[src/sv/bdu_pkg.sv]
// ----------------------------------------------------------------------------
// bdu_pkg
// Shared types and constants of the byte order mark detecting UTF-16LE to
// UTF-8 line transcoder.
// ----------------------------------------------------------------------------
`default_nettype none

package bdu_pkg;

  // Input operation codes
  localparam logic OP_BYTE = 1'b0;
  localparam logic OP_EOS  = 1'b1;

  // Result kinds
  localparam logic KIND_TEXT = 1'b0;
  localparam logic KIND_EOL  = 1'b1;

  // Byte and code unit constants
  localparam logic [7:0]  CR8    = 8'h0D;
  localparam logic [7:0]  LF8    = 8'h0A;
  localparam logic [15:0] CR16   = 16'h000D;
  localparam logic [15:0] LF16   = 16'h000A;
  localparam logic [15:0] LIM1   = 16'h0080;
  localparam logic [15:0] LIM2   = 16'h0800;
  localparam logic [7:0]  BOM_FF = 8'hFF;
  localparam logic [7:0]  BOM_FE = 8'hFE;
  localparam logic [7:0]  BOM_EF = 8'hEF;
  localparam logic [7:0]  BOM_BB = 8'hBB;
  localparam logic [7:0]  BOM_BF = 8'hBF;

  // At most three results come from one item
  localparam int MAX_RES = 3;

  // Default depth of the job queue between front and back
  localparam int QUEUE_DEPTH = 2;

  // Mark detection stage, one-hot
  typedef enum logic [4:0] {
    DET_FIRST = 5'b00001,
    DET_FF    = 5'b00010,
    DET_EF    = 5'b00100,
    DET_EFBB  = 5'b01000,
    DET_DONE  = 5'b10000
  } det_stage_t;

  // One result
  typedef struct packed {
    logic       kind;
    logic [7:0] data;
  } slot_t;

  // All results of one item
  typedef struct packed {
    logic [1:0]          cnt;
    slot_t [MAX_RES-1:0] slot;
  } job_t;

  // Classify a byte read as UTF-8 text: CR or LF ends the line
  function automatic slot_t text8(input logic [7:0] b);
    slot_t s;
    s.kind = (b == CR8) || (b == LF8);
    s.data = s.kind ? 8'h00 : b;
    return s;
  endfunction

  // Line end result
  function automatic slot_t eol_slot();
    slot_t s;
    s.kind = KIND_EOL;
    s.data = 8'h00;
    return s;
  endfunction

  // Plain text byte result
  function automatic slot_t txt_slot(input logic [7:0] b);
    slot_t s;
    s.kind = KIND_TEXT;
    s.data = b;
    return s;
  endfunction

endpackage

`default_nettype wire

[src/sv/bdu_if.sv]
// ----------------------------------------------------------------------------
// bdu_in_if / bdu_out_if
// Valid/ready channels for raw stream bytes and for transcoded results.
// ----------------------------------------------------------------------------
`default_nettype none

interface bdu_in_if;
  logic       valid;
  logic       ready;
  logic       operation;
  logic [7:0] data_byte;

  modport source (output valid, output operation, output data_byte, input ready);
  modport sink   (input valid, input operation, input data_byte, output ready);
endinterface

interface bdu_out_if;
  logic       valid;
  logic       ready;
  logic       kind;
  logic [7:0] out_byte;
  logic       last_of_run;

  modport source (output valid, output kind, output out_byte, output last_of_run,
                  input ready);
  modport sink   (input valid, input kind, input out_byte, input last_of_run,
                  output ready);
endinterface

`default_nettype wire

[src/sv/bdu_front.sv]
// ----------------------------------------------------------------------------
// bdu_front
// Accepts stream items, tracks mark detection and line state, and turns each
// item into a job of zero to three results for the back end.
// ----------------------------------------------------------------------------
`default_nettype none

module bdu_front (
  input  wire logic         clk,
  input  wire logic         rst_n,
  input  wire logic         in_valid,
  output logic              in_ready,
  input  wire logic         in_operation,
  input  wire logic [7:0]   in_data_byte,
  output logic              job_valid,
  input  wire logic         job_ready,
  output bdu_pkg::job_t     job
);
  import bdu_pkg::*;

  det_stage_t  stage_r, stage_nxt;
  logic        utf16_r, utf16_nxt;
  logic [7:0]  low_r, low_nxt;
  logic        have_low_r, have_low_nxt;
  logic        cr_pend_r, cr_pend_nxt;
  logic        line_open_r, line_open_nxt;

  logic        accept;
  logic [1:0]  n;
  logic [15:0] u;
  logic [7:0]  b;

  assign in_ready = job_ready;
  assign accept   = in_valid && in_ready;
  assign b        = in_data_byte;
  assign u        = {in_data_byte, low_r};

  // Classify the item and build its job
  always_comb begin
    stage_nxt     = stage_r;
    utf16_nxt     = utf16_r;
    low_nxt       = low_r;
    have_low_nxt  = have_low_r;
    cr_pend_nxt   = cr_pend_r;
    line_open_nxt = line_open_r;
    job           = '0;
    n             = 2'd0;

    if (accept) begin
      if (in_operation == OP_EOS) begin
        // replay held mark bytes, then close an open line
        priority if (stage_r == DET_FF) begin
          job.slot[n] = text8(BOM_FF);
          line_open_nxt = 1'b1;
          n = n + 2'd1;
        end else if (stage_r == DET_EF) begin
          job.slot[n] = text8(BOM_EF);
          line_open_nxt = 1'b1;
          n = n + 2'd1;
        end else if (stage_r == DET_EFBB) begin
          job.slot[n] = text8(BOM_EF);
          n = n + 2'd1;
          job.slot[n] = text8(BOM_BB);
          line_open_nxt = 1'b1;
          n = n + 2'd1;
        end else begin
          // no mark bytes held
        end
        if (line_open_nxt) begin
          job.slot[n] = eol_slot();
          n = n + 2'd1;
        end
        stage_nxt     = DET_FIRST;
        utf16_nxt     = 1'b0;
        have_low_nxt  = 1'b0;
        cr_pend_nxt   = 1'b0;
        line_open_nxt = 1'b0;
      end else begin
        unique case (stage_r)
          DET_FIRST: begin
            priority if (b == BOM_FF) begin
              stage_nxt = DET_FF;
            end else if (b == BOM_EF) begin
              stage_nxt = DET_EF;
            end else begin
              stage_nxt = DET_DONE;
              job.slot[n] = text8(b);
              line_open_nxt = !job.slot[n].kind;
              n = n + 2'd1;
            end
          end
          DET_FF: begin
            stage_nxt = DET_DONE;
            if (b == BOM_FE) begin
              utf16_nxt = 1'b1;
            end else begin
              job.slot[n] = text8(BOM_FF);
              n = n + 2'd1;
              job.slot[n] = text8(b);
              line_open_nxt = !job.slot[n].kind;
              n = n + 2'd1;
            end
          end
          DET_EF: begin
            if (b == BOM_BB) begin
              stage_nxt = DET_EFBB;
            end else begin
              stage_nxt = DET_DONE;
              job.slot[n] = text8(BOM_EF);
              n = n + 2'd1;
              job.slot[n] = text8(b);
              line_open_nxt = !job.slot[n].kind;
              n = n + 2'd1;
            end
          end
          DET_EFBB: begin
            stage_nxt = DET_DONE;
            if (b != BOM_BF) begin
              job.slot[n] = text8(BOM_EF);
              n = n + 2'd1;
              job.slot[n] = text8(BOM_BB);
              n = n + 2'd1;
              job.slot[n] = text8(b);
              line_open_nxt = !job.slot[n].kind;
              n = n + 2'd1;
            end
          end
          // mode decided
          default: begin
            if (!utf16_r) begin
              job.slot[n] = text8(b);
              line_open_nxt = !job.slot[n].kind;
              n = n + 2'd1;
            end else if (!have_low_r) begin
              low_nxt      = b;
              have_low_nxt = 1'b1;
            end else begin
              have_low_nxt = 1'b0;
              cr_pend_nxt  = 1'b0;
              // drop LF right after CR
              if (!(cr_pend_r && u == LF16)) begin
                priority if (u == CR16) begin
                  cr_pend_nxt   = 1'b1;
                  line_open_nxt = 1'b0;
                  job.slot[n]   = eol_slot();
                  n = n + 2'd1;
                end else if (u == LF16) begin
                  line_open_nxt = 1'b0;
                  job.slot[n]   = eol_slot();
                  n = n + 2'd1;
                end else if (u < LIM1) begin
                  line_open_nxt = 1'b1;
                  job.slot[n]   = txt_slot(u[7:0]);
                  n = n + 2'd1;
                end else if (u < LIM2) begin
                  line_open_nxt = 1'b1;
                  job.slot[n]   = txt_slot({3'b110, u[10:6]});
                  n = n + 2'd1;
                  job.slot[n]   = txt_slot({2'b10, u[5:0]});
                  n = n + 2'd1;
                end else begin
                  line_open_nxt = 1'b1;
                  job.slot[n]   = txt_slot({4'b1110, u[15:12]});
                  n = n + 2'd1;
                  job.slot[n]   = txt_slot({2'b10, u[11:6]});
                  n = n + 2'd1;
                  job.slot[n]   = txt_slot({2'b10, u[5:0]});
                  n = n + 2'd1;
                end
              end
            end
          end
        endcase
      end
    end
    job.cnt   = n;
    job_valid = accept && (n != 2'd0);
  end

  // Hold detection and line state
  always_ff @(posedge clk) begin
    if (!rst_n) begin
      stage_r     <= DET_FIRST;
      utf16_r     <= 1'b0;
      have_low_r  <= 1'b0;
      cr_pend_r   <= 1'b0;
      line_open_r <= 1'b0;
    end else begin
      stage_r     <= stage_nxt;
      utf16_r     <= utf16_nxt;
      have_low_r  <= have_low_nxt;
      cr_pend_r   <= cr_pend_nxt;
      line_open_r <= line_open_nxt;
    end
  end

  always_ff @(posedge clk) begin
    low_r <= low_nxt;
  end

endmodule

`default_nettype wire

[src/sv/bdu_queue.sv]
// ----------------------------------------------------------------------------
// bdu_queue
// Small job queue between front and back; each side stalls on its own.
// ----------------------------------------------------------------------------
`default_nettype none

module bdu_queue #(
  parameter int Depth = bdu_pkg::QUEUE_DEPTH
) (
  input  wire logic          clk,
  input  wire logic          rst_n,
  input  wire logic          push_valid,
  output logic               push_ready,
  input  wire bdu_pkg::job_t push_job,
  output logic               pop_valid,
  input  wire logic          pop_ready,
  output bdu_pkg::job_t      pop_job
);
  import bdu_pkg::*;

  localparam int PW = (Depth > 1) ? $clog2(Depth) : 1;
  localparam int CW = $clog2(Depth + 1);
  localparam logic [PW-1:0] LAST_PTR = PW'(Depth - 1);

  job_t          mem_r [Depth];
  logic [PW-1:0] wr_ptr_r, wr_ptr_nxt;
  logic [PW-1:0] rd_ptr_r, rd_ptr_nxt;
  logic [CW-1:0] count_r, count_nxt;
  logic          do_push, do_pop;

  assign push_ready = (count_r != CW'(Depth));
  assign pop_valid  = (count_r != '0);
  assign pop_job    = mem_r[rd_ptr_r];
  assign do_push    = push_valid && push_ready;
  assign do_pop     = pop_valid && pop_ready;

  // Advance pointers and count
  always_comb begin
    wr_ptr_nxt = wr_ptr_r;
    rd_ptr_nxt = rd_ptr_r;
    count_nxt  = count_r;
    if (do_push) begin
      wr_ptr_nxt = (wr_ptr_r == LAST_PTR) ? '0 : wr_ptr_r + PW'(1);
    end
    if (do_pop) begin
      rd_ptr_nxt = (rd_ptr_r == LAST_PTR) ? '0 : rd_ptr_r + PW'(1);
    end
    if (do_push && !do_pop) begin
      count_nxt = count_r + CW'(1);
    end else if (do_pop && !do_push) begin
      count_nxt = count_r - CW'(1);
    end
  end

  always_ff @(posedge clk) begin
    if (!rst_n) begin
      wr_ptr_r <= '0;
      rd_ptr_r <= '0;
      count_r  <= '0;
    end else begin
      wr_ptr_r <= wr_ptr_nxt;
      rd_ptr_r <= rd_ptr_nxt;
      count_r  <= count_nxt;
    end
  end

  // Store pushed jobs
  always_ff @(posedge clk) begin
    if (do_push) begin
      mem_r[wr_ptr_r] <= push_job;
    end
  end

endmodule

`default_nettype wire

[src/sv/bdu_back.sv]
// ----------------------------------------------------------------------------
// bdu_back
// Walks the head job slot by slot into the registered result output, one
// result per cycle unless stalled, and pops the job with its last result.
// ----------------------------------------------------------------------------
`default_nettype none

module bdu_back (
  input  wire logic          clk,
  input  wire logic          rst_n,
  input  wire logic          job_valid,
  output logic               job_pop,
  input  wire bdu_pkg::job_t job,
  output logic               out_valid,
  input  wire logic          out_ready,
  output logic               out_kind,
  output logic [7:0]         out_byte,
  output logic               out_last
);
  import bdu_pkg::*;

  logic [1:0] idx_r, idx_nxt;
  logic       valid_r, valid_nxt;
  slot_t      slot_r, slot_nxt;
  logic       last_r, last_nxt;
  logic       load, is_last;

  assign load    = job_valid && (!valid_r || out_ready);
  assign is_last = (idx_r == job.cnt - 2'd1);
  assign job_pop = load && is_last;

  // Load the next slot when the output register frees up
  always_comb begin
    idx_nxt   = idx_r;
    valid_nxt = valid_r;
    slot_nxt  = slot_r;
    last_nxt  = last_r;
    if (load) begin
      valid_nxt = 1'b1;
      slot_nxt  = job.slot[idx_r];
      last_nxt  = is_last;
      idx_nxt   = is_last ? 2'd0 : idx_r + 2'd1;
    end else if (out_ready) begin
      valid_nxt = 1'b0;
    end
  end

  always_ff @(posedge clk) begin
    if (!rst_n) begin
      idx_r   <= 2'd0;
      valid_r <= 1'b0;
    end else begin
      idx_r   <= idx_nxt;
      valid_r <= valid_nxt;
    end
  end

  always_ff @(posedge clk) begin
    slot_r <= slot_nxt;
    last_r <= last_nxt;
  end

  assign out_valid = valid_r;
  assign out_kind  = slot_r.kind;
  assign out_byte  = slot_r.data;
  assign out_last  = last_r;

endmodule

`default_nettype wire

[src/sv/bom_detect_utf16le_to_utf8_lines.sv]
// Path: jobs are registered in the job queue, results in the output register.
// Throughput: one input item per cycle while the job queue has room; the back
// end emits one result per cycle while the receiver is ready.
// Reset: synchronous active-low rst_n clears detection state, queue and output.
// ----------------------------------------------------------------------------
// bom_detect_utf16le_to_utf8_lines
// Detects a byte order mark, then transcodes UTF-16LE or passes UTF-8 text,
// emitting text bytes and line-end marks.
// ----------------------------------------------------------------------------
`default_nettype none

module bom_detect_utf16le_to_utf8_lines #(
  parameter int QueueDepth = bdu_pkg::QUEUE_DEPTH
) (
  input  wire logic  clk,
  input  wire logic  rst_n,
  bdu_in_if.sink     in_chan,
  bdu_out_if.source  out_chan
);
  import bdu_pkg::*;

  logic front_valid, front_ready;
  job_t front_job;
  logic head_valid, head_pop;
  job_t head_job;

  // Classify items
  bdu_front u_front (
    .clk          (clk),
    .rst_n        (rst_n),
    .in_valid     (in_chan.valid),
    .in_ready     (in_chan.ready),
    .in_operation (in_chan.operation),
    .in_data_byte (in_chan.data_byte),
    .job_valid    (front_valid),
    .job_ready    (front_ready),
    .job          (front_job)
  );

  // Decouple front and back
  bdu_queue #(.Depth(QueueDepth)) u_queue (
    .clk        (clk),
    .rst_n      (rst_n),
    .push_valid (front_valid),
    .push_ready (front_ready),
    .push_job   (front_job),
    .pop_valid  (head_valid),
    .pop_ready  (head_pop),
    .pop_job    (head_job)
  );

  // Serialize results
  bdu_back u_back (
    .clk       (clk),
    .rst_n     (rst_n),
    .job_valid (head_valid),
    .job_pop   (head_pop),
    .job       (head_job),
    .out_valid (out_chan.valid),
    .out_ready (out_chan.ready),
    .out_kind  (out_chan.kind),
    .out_byte  (out_chan.out_byte),
    .out_last  (out_chan.last_of_run)
  );

endmodule

`default_nettype wire

[src/flat_wrapper.sv]
// flat-port wrapper written by rule: the top's interface ports become plain ports
module bom_detect_utf16le_to_utf8_lines_flat import bdu_pkg::*;
#(
  parameter int QueueDepth = bdu_pkg::QUEUE_DEPTH
)
  (clk, rst_n, in_chan_valid, in_chan_operation, in_chan_data_byte, in_chan_ready, out_chan_valid, out_chan_kind, out_chan_out_byte, out_chan_last_of_run, out_chan_ready);
  bdu_in_if in_chan_i ();
  bdu_out_if out_chan_i ();
  input  wire logic clk;
  input  wire logic rst_n;
  input wire logic [$bits(in_chan_i.valid)-1:0] in_chan_valid;
  input wire logic [$bits(in_chan_i.operation)-1:0] in_chan_operation;
  input wire logic [$bits(in_chan_i.data_byte)-1:0] in_chan_data_byte;
  output wire logic [$bits(in_chan_i.ready)-1:0] in_chan_ready;
  output wire logic [$bits(out_chan_i.valid)-1:0] out_chan_valid;
  output wire logic [$bits(out_chan_i.kind)-1:0] out_chan_kind;
  output wire logic [$bits(out_chan_i.out_byte)-1:0] out_chan_out_byte;
  output wire logic [$bits(out_chan_i.last_of_run)-1:0] out_chan_last_of_run;
  input wire logic [$bits(out_chan_i.ready)-1:0] out_chan_ready;
  assign in_chan_i.valid = in_chan_valid;
  assign in_chan_i.operation = in_chan_operation;
  assign in_chan_i.data_byte = in_chan_data_byte;
  assign in_chan_ready = in_chan_i.ready;
  assign out_chan_valid = out_chan_i.valid;
  assign out_chan_kind = out_chan_i.kind;
  assign out_chan_out_byte = out_chan_i.out_byte;
  assign out_chan_last_of_run = out_chan_i.last_of_run;
  assign out_chan_i.ready = out_chan_ready;
  bom_detect_utf16le_to_utf8_lines #(.QueueDepth(QueueDepth)) u_core (.clk(clk), .rst_n(rst_n), .in_chan(in_chan_i), .out_chan(out_chan_i));
endmodule
[config.mk]
export PLATFORM = sky130hd
export DESIGN_NAME = bom_detect_utf16le_to_utf8_lines_flat
export DESIGN_NICKNAME = d
export VERILOG_FILES = /design/src/sv/bdu_pkg.sv /design/src/sv/bdu_if.sv /design/src/sv/bdu_front.sv /design/src/sv/bdu_queue.sv /design/src/sv/bdu_back.sv /design/src/sv/bom_detect_utf16le_to_utf8_lines.sv /design/src/flat_wrapper.sv
export SDC_FILE = /design/constraint.sdc
export NUM_CORES = 1
export LEC_CHECK = 0
export ABC_AREA = 0
export ABC_CLOCK_PERIOD_IN_PS = 11000
export BUFFER_PORTS_ARGS = -buffer_cell sky130_fd_sc_hd__buf_2
export CAP_MARGIN = 20
export CORE_UTILIZATION = 60
export DETAILED_ROUTE_END_ITERATION = 16
export HOLD_SLACK_MARGIN = 0.12
export PLACE_DENSITY = 0.85
export SLEW_MARGIN = 20
export SYNTH_ARGS = -nofsm -noshare
export SYNTH_HDL_FRONTEND = slang
export SYNTH_SLANG_ARGS = --single-unit
[constraint.sdc]
create_clock -name clk -period 11 [get_ports clk]
set_input_delay 1.1 -clock clk [delete_from_list [all_inputs] [get_ports clk]]
set_output_delay 1.1 -clock clk [all_outputs]
set_load 0.1 [all_outputs]
== Yosys cells after proc, flatten, opt, wreduce, memory -nomap -nowiden ==
Memory sizes are Yosys's and may differ from the RTL's. A register that Yosys moved wholly into a read port is not among the register bits.
Index checks and enable logic that the tools add are counted.
Storage, ports and cells
  memory bits (writable): 58
  input port bits: 13
  register bits: 34
  memories kept: 1
  output and inout port bits: 12
Memory list
  u_core.u_queue.mem_r: depth 2, width 29, rd ports 1, clocked after Yosys merged registers in 1, write ports 1, RTL line bdu_queue.sv:25  | job_t mem_r [Depth];
Cells by class
  $add $sub $neg: 7
  bitwise logic cells: 6
  magnitude comparators: 5
  reductions and logical operators: 34
  equality and inequality tests: 23
  muxes and demuxes: 104
Operators by type and width (number)
  $mux W27: 6
  $mux W9: 15
  $pmux W9 S4: 2
  $mux W17: 4
  $mux W18: 3
  $mux W1: 40
  $mux W2: 20
  $eq A16 B4 Y1 const B: 2
  $eq A8 B8 Y1 const B: 4
  $and A16 B24 Y24: 1
  $mux W8: 3
  $not A24 Y24: 1
  $mux W5: 4
  $bmux W9 S2: 1
  $demux W9 S2: 1
  $pmux W9 S2: 1
  $eq A8 B4 Y1 const B: 2
  $lt A16 B12 Y1 const B: 1
  $lt A16 B8 Y1 const B: 1
  $reduce_bool A2 Y1: 8
  $mux W15: 1
  $pmux W5 S3: 1
  $ne A3 B3 Y1 const B: 4
  $logic_and A1 B1 Y1: 10
  other kinds (31): 43

== Logic depth before layout (Yosys ltp) ==
Gate-level depths: netlist of run 1.
  depth after elaboration: 18
  mapped depth: 12

== Modules after synthesis ==
From an unflattened synthesis of run 1, not the netlist that was laid out.
Second synthesis, totals
  cell total of the unflattened synthesis: 465
  area total of the unflattened synthesis: 4994.8 sq um
By module, submodules not included
  bdu_queue: cells an instance 114, seq. area each 1841.8 sq um, times used 1, area each 2331.0 sq um
  bdu_front: cells an instance 287, seq. area each 420.4 sq um, times used 1, area each 1980.6 sq um
  bdu_back: cells an instance 64, seq. area each 360.3 sq um, times used 1, area each 683.2 sq um

== Worst setup path after synthesis of run 1 ==
No wires, ideal clock.
  path kind: input -> register
  from: input port in_chan_data_byte[0]
  to: memory u_core.u_queue.mem_r[1][0] (netlist bit) (enable)
  stages on the path: 6
  setup time: 418 ps
  arrival time: 3805 ps
  required time: 10582 ps
  setup slack: 6777 ps
  path through: or4_1 -> a21oi_1 -> o21ai_0 -> a221oi_1 -> a211oi_4 -> nor2b_1
Between the ends
  word-level cells in the longest chain between the ends: 16
  elaborated cells on any way between the ends: 30
Ends and longest elaborated chain
  start: declaration: RTL line flat_wrapper.sv:13  | input wire logic [$bits(in_chan_i.data_byte)-1:0] in_chan_data_byte;
  $lt A16 B12 Y1: RTL line bdu_front.sv:155  | end else if (u < LIM2) begin
  $mux W1: RTL line bdu_front.sv:155
  $mux W2: RTL line bdu_front.sv:151  | end else if (u < LIM1) begin
  $mux W2: RTL line bdu_front.sv:147  | end else if (u == LF16) begin
  $mux W2: RTL line bdu_front.sv:142  | priority if (u == CR16) begin
  $mux W2: RTL line bdu_front.sv:141  | if (!(cr_pend_r && u == LF16)) begin
  $mux W2: RTL line bdu_front.sv:134  | end else if (!have_low_r) begin
  $mux W2: RTL line bdu_front.sv:130  | if (!utf16_r) begin
  $pmux W2 S4 (*): RTL line bdu_front.sv:79  | unique case (stage_r)
  $mux W2 (*): RTL line bdu_front.sv:50  | if (in_operation == OP_EOS) begin
  $mux W2 (*): RTL line bdu_front.sv:49  | if (accept) begin
  $reduce_bool A2 Y1 (*): RTL line bdu_front.sv:177  | job_valid = accept && (n != 2'd0);
  $logic_and A1 B1 Y1 (*): RTL line bdu_front.sv:177
  $logic_and A1 B1 Y1 (*): RTL line bdu_queue.sv:34  | assign do_push = push_valid && push_ready;
  $mux W1 (*): RTL line bdu_queue.sv:69  | if (do_push) begin
  $mux W1 (implied by the code) (*): RTL line bdu_queue.sv:70  | mem_r[wr_ptr_r] <= push_job;
  end: declaration: RTL line bdu_queue.sv:25
Mark *: on every way between the ends. The rest lies on a longest branch, timed or not.

== Worst setup path in the final report of run 1 ==
  from: input port in_chan_data_byte[4]
  to: register u_core.u_queue.count_r[1]
Between the ends
  word-level cells in the longest chain between the ends: 17
  elaborated cells on any way between the ends: 33
Ends and longest elaborated chain
  $lt A16 B12 Y1: RTL line bdu_front.sv:155
  $mux W1: RTL line bdu_front.sv:155
  $mux W2: RTL line bdu_front.sv:151
  $mux W2: RTL line bdu_front.sv:147
  $mux W2: RTL line bdu_front.sv:142
  $mux W2: RTL line bdu_front.sv:141
  $mux W2: RTL line bdu_front.sv:134
  $mux W2: RTL line bdu_front.sv:130
  [2 not listed]
  $mux W2 (*): RTL line bdu_front.sv:49
  $reduce_bool A2 Y1 (*): RTL line bdu_front.sv:177
  $logic_and A1 B1 Y1 (*): RTL line bdu_front.sv:177
  $logic_and A1 B1 Y1 (*): RTL line bdu_queue.sv:34
  net u_core.u_queue.do_push: RTL line bdu_queue.sv:29  | logic do_push, do_pop;
  $logic_not A1 Y1: RTL line bdu_queue.sv:50  | end else if (do_pop && !do_push) begin
  $logic_and A1 B1 Y1: RTL line bdu_queue.sv:50
  $reduce_bool A2 Y1 (no line)
  end signal: assignment: RTL line bdu_queue.sv:63  | count_r <= count_nxt;
  end: declaration: RTL line bdu_queue.sv:28  | logic [CW-1:0] count_r, count_nxt;
The timed path passes the listed nets; every way through them passes the cells marked *.
A chain may end at the register's enable or synchronous reset.

==> reports/qor.yml, run 1 <==
timing:
  post-route-period-util: 0.3348
  setup_viol_count_final: 0
  rsz0062_at_grt: "false"
  timing.final.crit_period_ns: 3.683
  hold_viol: 0
  maxSlewViolCount: 0
  worst_pin_slew_ns: 0.9706
  tns_ns: 0
  slew_headroom: 0.3438
  fin_skew_ns: 0.01279
  timing.fmax_mhz: 271.5
power_and_ir_drop:
  p_leak_nw: 1.875
  ir_drop_mv: 0.08290
  powerDensity_nw_per_um2: 217.4
cts:
  h-tree-depth: 3
  root_buffer: "clkbuf_8"
  cts_sinks: 93
  cts_tree: "built"
  cts_setup_buffers: 0
  insertion_delay_ns: 0.36
  hold_buffers: 0
  clockBufferDepth: 2
  numCtsBuffers: 9
  cts_resized: 0
  cts.clk_slew.worst_paths_ns: 0.10
placement:
  placed_cells: 551
  dpl.hpwl_mm: 8.276
  gp_congestion: 1.032
  io_buffers: 24
flow_run:
  max_cap_viol_count: 0
worst_setup_path:
  worst-path-buf-inv: 2
  worst-path-max-fanout: 10
  cp_slowest_stage_delay_ns: 0.58
  path_depth: 10
  crit_chain: "buf_2, nor4_1, nand2b_1, o21ai_0, a221oi_1, a211oi_4, inv_1, ha_1, or3_1, a21boi_0"
  endpoint: "u_core.u_queue.count_r[1]"
  cp_slowest_cell: "nor4_1"
  end_kind: "flop"
  crit_type: "input port to flop"
  worstPathArrival_ns: 3.97
  r2r_slack_ns: 7.64
  cp-start-kind: "input port"
  timing.rr.start: "u_core.u_front.low_r[4]"
  worstSetupStartpoint: "in_chan_data_byte[4]"
  cp_top_family: "simple AND/OR/NAND/NOR gates"
  rr_endpoint: "u_core.u_queue.count_r[1]"
  critPathRequiredTime_ns: 11.29
  reg2regPathDepth: 9
yosys:
  syn_inst: 444
  synth_top_area_share: 0.4635
  synthArstFlopShare: 0
  yosys_warnings: 0
  synth_seq_cells: 93
  syn_area_per_cell_um2: 11.09
  synth.distinct_cells: 74
  syn_nets: 461
  synth_area_um2: 4923
  synth_area_leaders: "edfxtp_1 (46%), dfxtp_1 (6.9%), mux4_2 (4.1%)"
  synth_top_cell_by_area: "edfxtp_1"
  ys.flop_type: "edfxtp_1"
  synth-edff-count: 76
  netlist_top_cells_count: "edfxtp_1 (76), nor2_1 (42), nand2_1 (35)"
  seq_area_frac_synth: 0.5327
  synth.most_common_cell: "edfxtp_1"
finish:
  num_antenna_cells: 0
  layout-drive-gt1-share: 0.1613
  fin_cells: 567
  fin_util: 0.6735
  synthToLayoutAreaGrowth_pct: 7.344
  fin_nets: 477
global_routing:
  grt_pass1_wl_mm: 18.33
  grt_antenna_before_repair: 0
  grt_overflow: 0
  grt_util_all_layers: 0.2829
  grt_pass1_vias: 3585
  grt_max_degree: 30
routing:
  route.detailed.drc: 0
  routed_wl_mm: 11.33
  vias_per_cell: 6.575
  wl_per_cell_um: 19.98
  num_vias: 3728
  drt_first_pass_iters: 5
  drt-initial-drc-count: 275
  antenna_left: 0
die:
  core_area_um2: 7848
  die_w_um: 92.59
  initial_core_util: 0.6274
  die-area_um2: 8572
  io_pins: 25
  fp.dieH_um: 92.59
  row_count: 32
status:
  status: "finished, final reports clean"
worst_hold_path:
  min_path_type: "flop to flop"
-- cell usage in the layout, fill, tap and decap left out, drive strengths merged, types with 3 or more instances in the layout --
cell type / instances
clkbuf: 10
and3: 3
a21boi: 4
nor2b: 6
o311ai: 3
buf: 28
nand2: 35
nor3: 6
ha: 4
or3: 5
and4: 3
nor4: 8
nand2b: 11
mux4: 9
nor2: 43
dfxtp: 17
o22ai: 9
o21ai: 25
o31ai: 3
a21o: 4
nand3: 10
inv: 25
and2: 10
a22oi: 3
mux2i: 18
o221a: 5
nor4b: 3
o221ai: 3
a21oi: 31
xnor2: 3
xor2: 3
edfxtp: 76
a211oi: 4
-- registers in the layout, summed over array words and instances, names as in the netlist, 2 cells and up, named ones only --
| register | count |
|---|---|
| u_core.u_front.low_r | 8 |
| u_core.u_queue.count_r | 2 |
| u_core.u_back.out_byte | 8 |
| u_core.u_queue.mem_r | 58 |
| u_core.u_front.stage_r | 5 |
| u_core.u_back.idx_r | 2 |
-- power by group --
group | leakage [nW] | switching (mW) | internal, mW
logic | 0.922 | 0.322 | 0.119
registers | 0.858 | 0.0317 | 0.465
clock network | 0.0956 | 0.125 | 0.0870
total | 1.88 | 0.478 | 0.671
-- cell families (layout without fill, tap and decap cells) --
family	after synthesis	after routing	synth area share
flip-flops	93	93	0.5327
multiplexers	28	28	0.08005
adder cells (fa/ha/maj)	4	4	0.01017
XOR/XNOR	6	6	0.01068
AO/OA/AOI/OAI	115	115	0.1616
buffers and inverters	43	64	0.03634
AND/OR/NAND/NOR	155	155	0.1685
-- worst min-delay path: cells and delay by family, from the launching register on --
| kind | cells | cell delay, ns |
|---|---|---|
| flip-flops | 1 | 0.32 |
| AO/OA/AOI/OAI | 2 | 0.13 |
-- final cells by class --
class / instances / area (um2)
Multi-Input combinational cell: 308 / 2130
Fill cell: 618 / 2562
Clock buffer: 10 / 127.6
Timing Repair Buffer: 28 / 150.1
Tap cell: 102 / 127.6
Sequential cell: 93 / 2623
Inverter: 20 / 75.07
Clock inverter: 6 / 52.55
-- how the worst min path moves through the flow --
stage	startpoint	endpoint	cells past startpoint
floorplan	u_core.u_front.cr_pend_r	u_core.u_front.cr_pend_r	2
global placement	u_core.u_front.cr_pend_r	u_core.u_front.cr_pend_r	2
detailed placement	u_core.u_front.cr_pend_r	u_core.u_front.cr_pend_r	2
CTS	u_core.u_front.cr_pend_r	u_core.u_front.cr_pend_r	2
global route	u_core.u_front.cr_pend_r	u_core.u_front.cr_pend_r	2
finish	u_core.u_front.cr_pend_r	u_core.u_front.cr_pend_r	2
-- metrics by stage --
| step | total power, mW | area (um2) | hold slack [ns] | setup slack (ns) |
|---|---|---|---|---|
| after detailed placement | 0.9451 | 5102 | 0.4749 | 7.033 |
| after floorplan | 0.8603 | 4923 | 0.4506 | 6.777 |
| after CTS | 1.153 | 5283 | 0.4899 | 7.400 |
| after global placement | 0.9304 | 5102 | 0.4714 | 7.096 |
| final | 1.149 | 5285 | 0.4851 | 7.317 |
| after global routing | 1.202 | 5285 | 0.5135 | 7.171 |
-- per-layer routing --
metal | vias up | global-route usage | wire length, um
met5 | - | 0 | 0
met4 | 0 | 0.1042 | 314
met3 | 35 | 0.04762 | 762
met2 | 209 | 0.4679 | 5506
met1 | 1767 | 0.3762 | 4746
li1 | 1717 | - | -
No activity file was read; power rests on OpenSTA's default activity.
==> run 2, diff against run 1 <==
--- a/config.mk
+++ b/config.mk
@@ -6,7 +6,7 @@
 export NUM_CORES = 1
 export LEC_CHECK = 0
 export ABC_AREA = 0
-export ABC_CLOCK_PERIOD_IN_PS = 11000
+export ABC_CLOCK_PERIOD_IN_PS = 3800
 export BUFFER_PORTS_ARGS = -buffer_cell sky130_fd_sc_hd__buf_2
 export CAP_MARGIN = 20
 export CORE_UTILIZATION = 60
==> constraint.sdc (replaced) <==
create_clock -name clk -period 3.8 [get_ports clk]
set_input_delay 0.38 -clock clk [delete_from_list [all_inputs] [get_ports clk]]
set_output_delay 0.38 -clock clk [all_outputs]
set_load 0.1 [all_outputs]
==> reports/qor.yml, run 2 (same netlist as run 1, synthesis figures left out) <==
placement:
  io_buffers: 24  # unchanged
  post_dp_cell_area_um2: 5125  # +0.44%
  dpl.hpwl_mm: 8.740  # +5.6%
  gp_congestion: 0.9529  # -7.7%
cts:
  insertion_delay_ns: 0.35  # about the same
  root_buffer: "clkbuf_8"
  clockBufferDepth: 2  # unchanged
  cts_resized: 0  # unchanged
  h-tree-depth: 3  # unchanged
  cts_tree: "built"
  cts_sinks: 93  # unchanged
  hold_buffers: 0  # unchanged
  numCtsBuffers: 9  # unchanged
  cts_setup_buffers: 0  # unchanged
  cts.clk_slew.worst_paths_ns: 0.10  # about the same
finish:
  layout_commonest_cell: "edfxtp_1"
  final_area_um2: 5305  # +0.38%
  largest_register: "u_core.u_queue.mem_r"
  largest_reg_flops: 58  # unchanged
  final_cell_mix: "edfxtp_1 (76), nor2_1 (40), nand2_1 (35)"
  fin_nets: 480  # +0.63%
  layout-drive-gt1-share: 0.1667  # +0.005376
  num_antenna_cells: 0  # unchanged
  synthToLayoutAreaGrowth_pct: 7.751
timing:
  post-route-period-util: 0.8226
  fin_skew_ns: 0.01380  # +0.001010 ns
  setup_viol_count_final: 0  # unchanged
  tns_ns: 0  # unchanged
  maxSlewViolCount: 0  # unchanged
  rsz0062_at_grt: "false"
  slew_headroom: 0.5140  # +0.1702
  timing.final.crit_period_ns: 3.126
  worst_pin_slew_ns: 0.7213  # -0.2493 ns
  hold_viol: 0  # unchanged
  timing.fmax_mhz: 319.9
worst_setup_path:
  crit_type: "flop to flop"
  cp_slowest_stage_delay_ns: 0.65  # +0.07 ns
  worstPathArrival_ns: 3.41  # -0.56 ns
  critPathRequiredTime_ns: 4.08  # -7.21 ns
  path_depth: 9  # -1
  end_kind: "flop"
  crit_chain: "or4_1, nor3_4, a2bb2oi_2, o21ai_2, a211oi_4, inv_1, ha_1, or3_1, a21boi_0"
  cp_top_family: "simple AND/OR/NAND/NOR gates"
  cp-start-kind: "flop"
  cp_slowest_cell: "or4_1"
  reg2regPathDepth: 9  # unchanged
  worst-path-max-fanout: 6  # -4
  worst-path-buf-inv: 1  # -1
die:
  io_pins: 25  # unchanged
  die-area_um2: 8572  # unchanged
  row_count: 32  # unchanged
  initial_core_util: 0.6274  # unchanged
  die_w_um: 92.59  # unchanged
  fp.dieH_um: 92.59  # unchanged
  core_area_um2: 7848  # unchanged
global_routing:
  grt_pass1_wl_mm: 19.21  # +4.8%
  grt_overflow: 0  # unchanged
  grt.met3_usage: 0.05419  # +0.006568
  grt_use_met2: 0.5006  # +0.03272
  grt_busiest_layer: "met2"
  grt_max_degree: 30  # unchanged
  grt_pass1_vias: 3687  # +2.8%
  grt_util_all_layers: 0.2993  # +0.01638
  grt_antenna_before_repair: 0  # unchanged
  grt_util_met1: 0.3810  # +0.004828
power_and_ir_drop:
  ir_drop_mv: 0.2732  # +230%
  powerDensity_nw_per_um2: 629.9  # +190%
  p_leak_nw: 1.889  # +0.71%
routing:
  wl_per_cell_um: 20.80  # +4.1%
  route.detailed.drc: 0  # unchanged
  drt_first_pass_iters: 7  # +2
  antenna_left: 0  # unchanged
  vias_per_cell: 6.558  # -0.26%
  routed_wl_mm: 11.86  # +4.7%
  drt-initial-drc-count: 250  # -9.1%
  num_vias: 3738  # +0.27%
worst_hold_path:
  hold_path_depth: 1  # -1
  min_path_type: "input port to flop"
status:
  status: "finished, final reports clean"
flow_run:
  max_cap_viol_count: 0  # unchanged
==> run 2: where the power goes <==
part | leakage (nW) | switching, mW | internal (mW)
Clock | 0.0945 | 0.352 | 0.251
Sequential | 0.858 | 0.107 | 1.35
Combinational | 0.936 | 0.935 | 0.351
Total | 1.89 | 1.39 | 1.95
==> run 2: per-layer routing <==
layer  part of all wire  wire length (um)
met1               0.41              4902
met2               0.49              5756
met3              0.067               797
met4              0.034               400
met5                  0                 0
==> run 2: per-stage QoR <==
step           std cells  setup WS (ns)  total power, mW  hold slack (ns)    util
2_1_floorplan        444         0.2305            2.491           0.4506       -
3_3_place_gp         554         0.6662            2.699           0.4750  0.6531
3_5_place_dp         554         0.5378            2.758           0.4813  0.6531
4_1_cts              570         0.6762            3.352           0.3371  0.6757
5_1_grt              570         0.4463            3.493           0.3522  0.6760
6_report             570         0.6741            3.342           0.3565  0.6760
==> run 2: path summary, 6_finish.rpt <==
path | startpoint | endpoint | slack [ns]
setup / recovery | u_core.u_front.low_r[7] | u_core.u_queue.count_r[1] | 0.67
hold / removal | in_chan_data_byte[5] | u_core.u_front.low_r[5] | 0.36
setup reg to reg | u_core.u_front.low_r[7] | u_core.u_queue.count_r[1] | 0.67
hold reg to reg | u_core.u_front.cr_pend_r | u_core.u_front.cr_pend_r | 0.49
==> run 2: worst register-to-register path: stages (launching register included) <==
cell and delay, ns:
edfxtp_1 0.46, or4_1 0.65, nor3_4 0.26, a2bb2oi_2 0.26
o21ai_2 0.13, a211oi_4 0.34, inv_1 0.11, ha_1 0.34
or3_1 0.35, a21boi_0 0.16
==> run 2: area by class of cell <==
type                       instances  area (um2)
clock buffer                      10       127.6
clock inverter                     6       50.05
fill                             606        2542
inverter                          20       75.07
multi-input combinational        308        2130
sequential                        93        2623
tap                              102       127.6
timing repair buffer              31       172.7
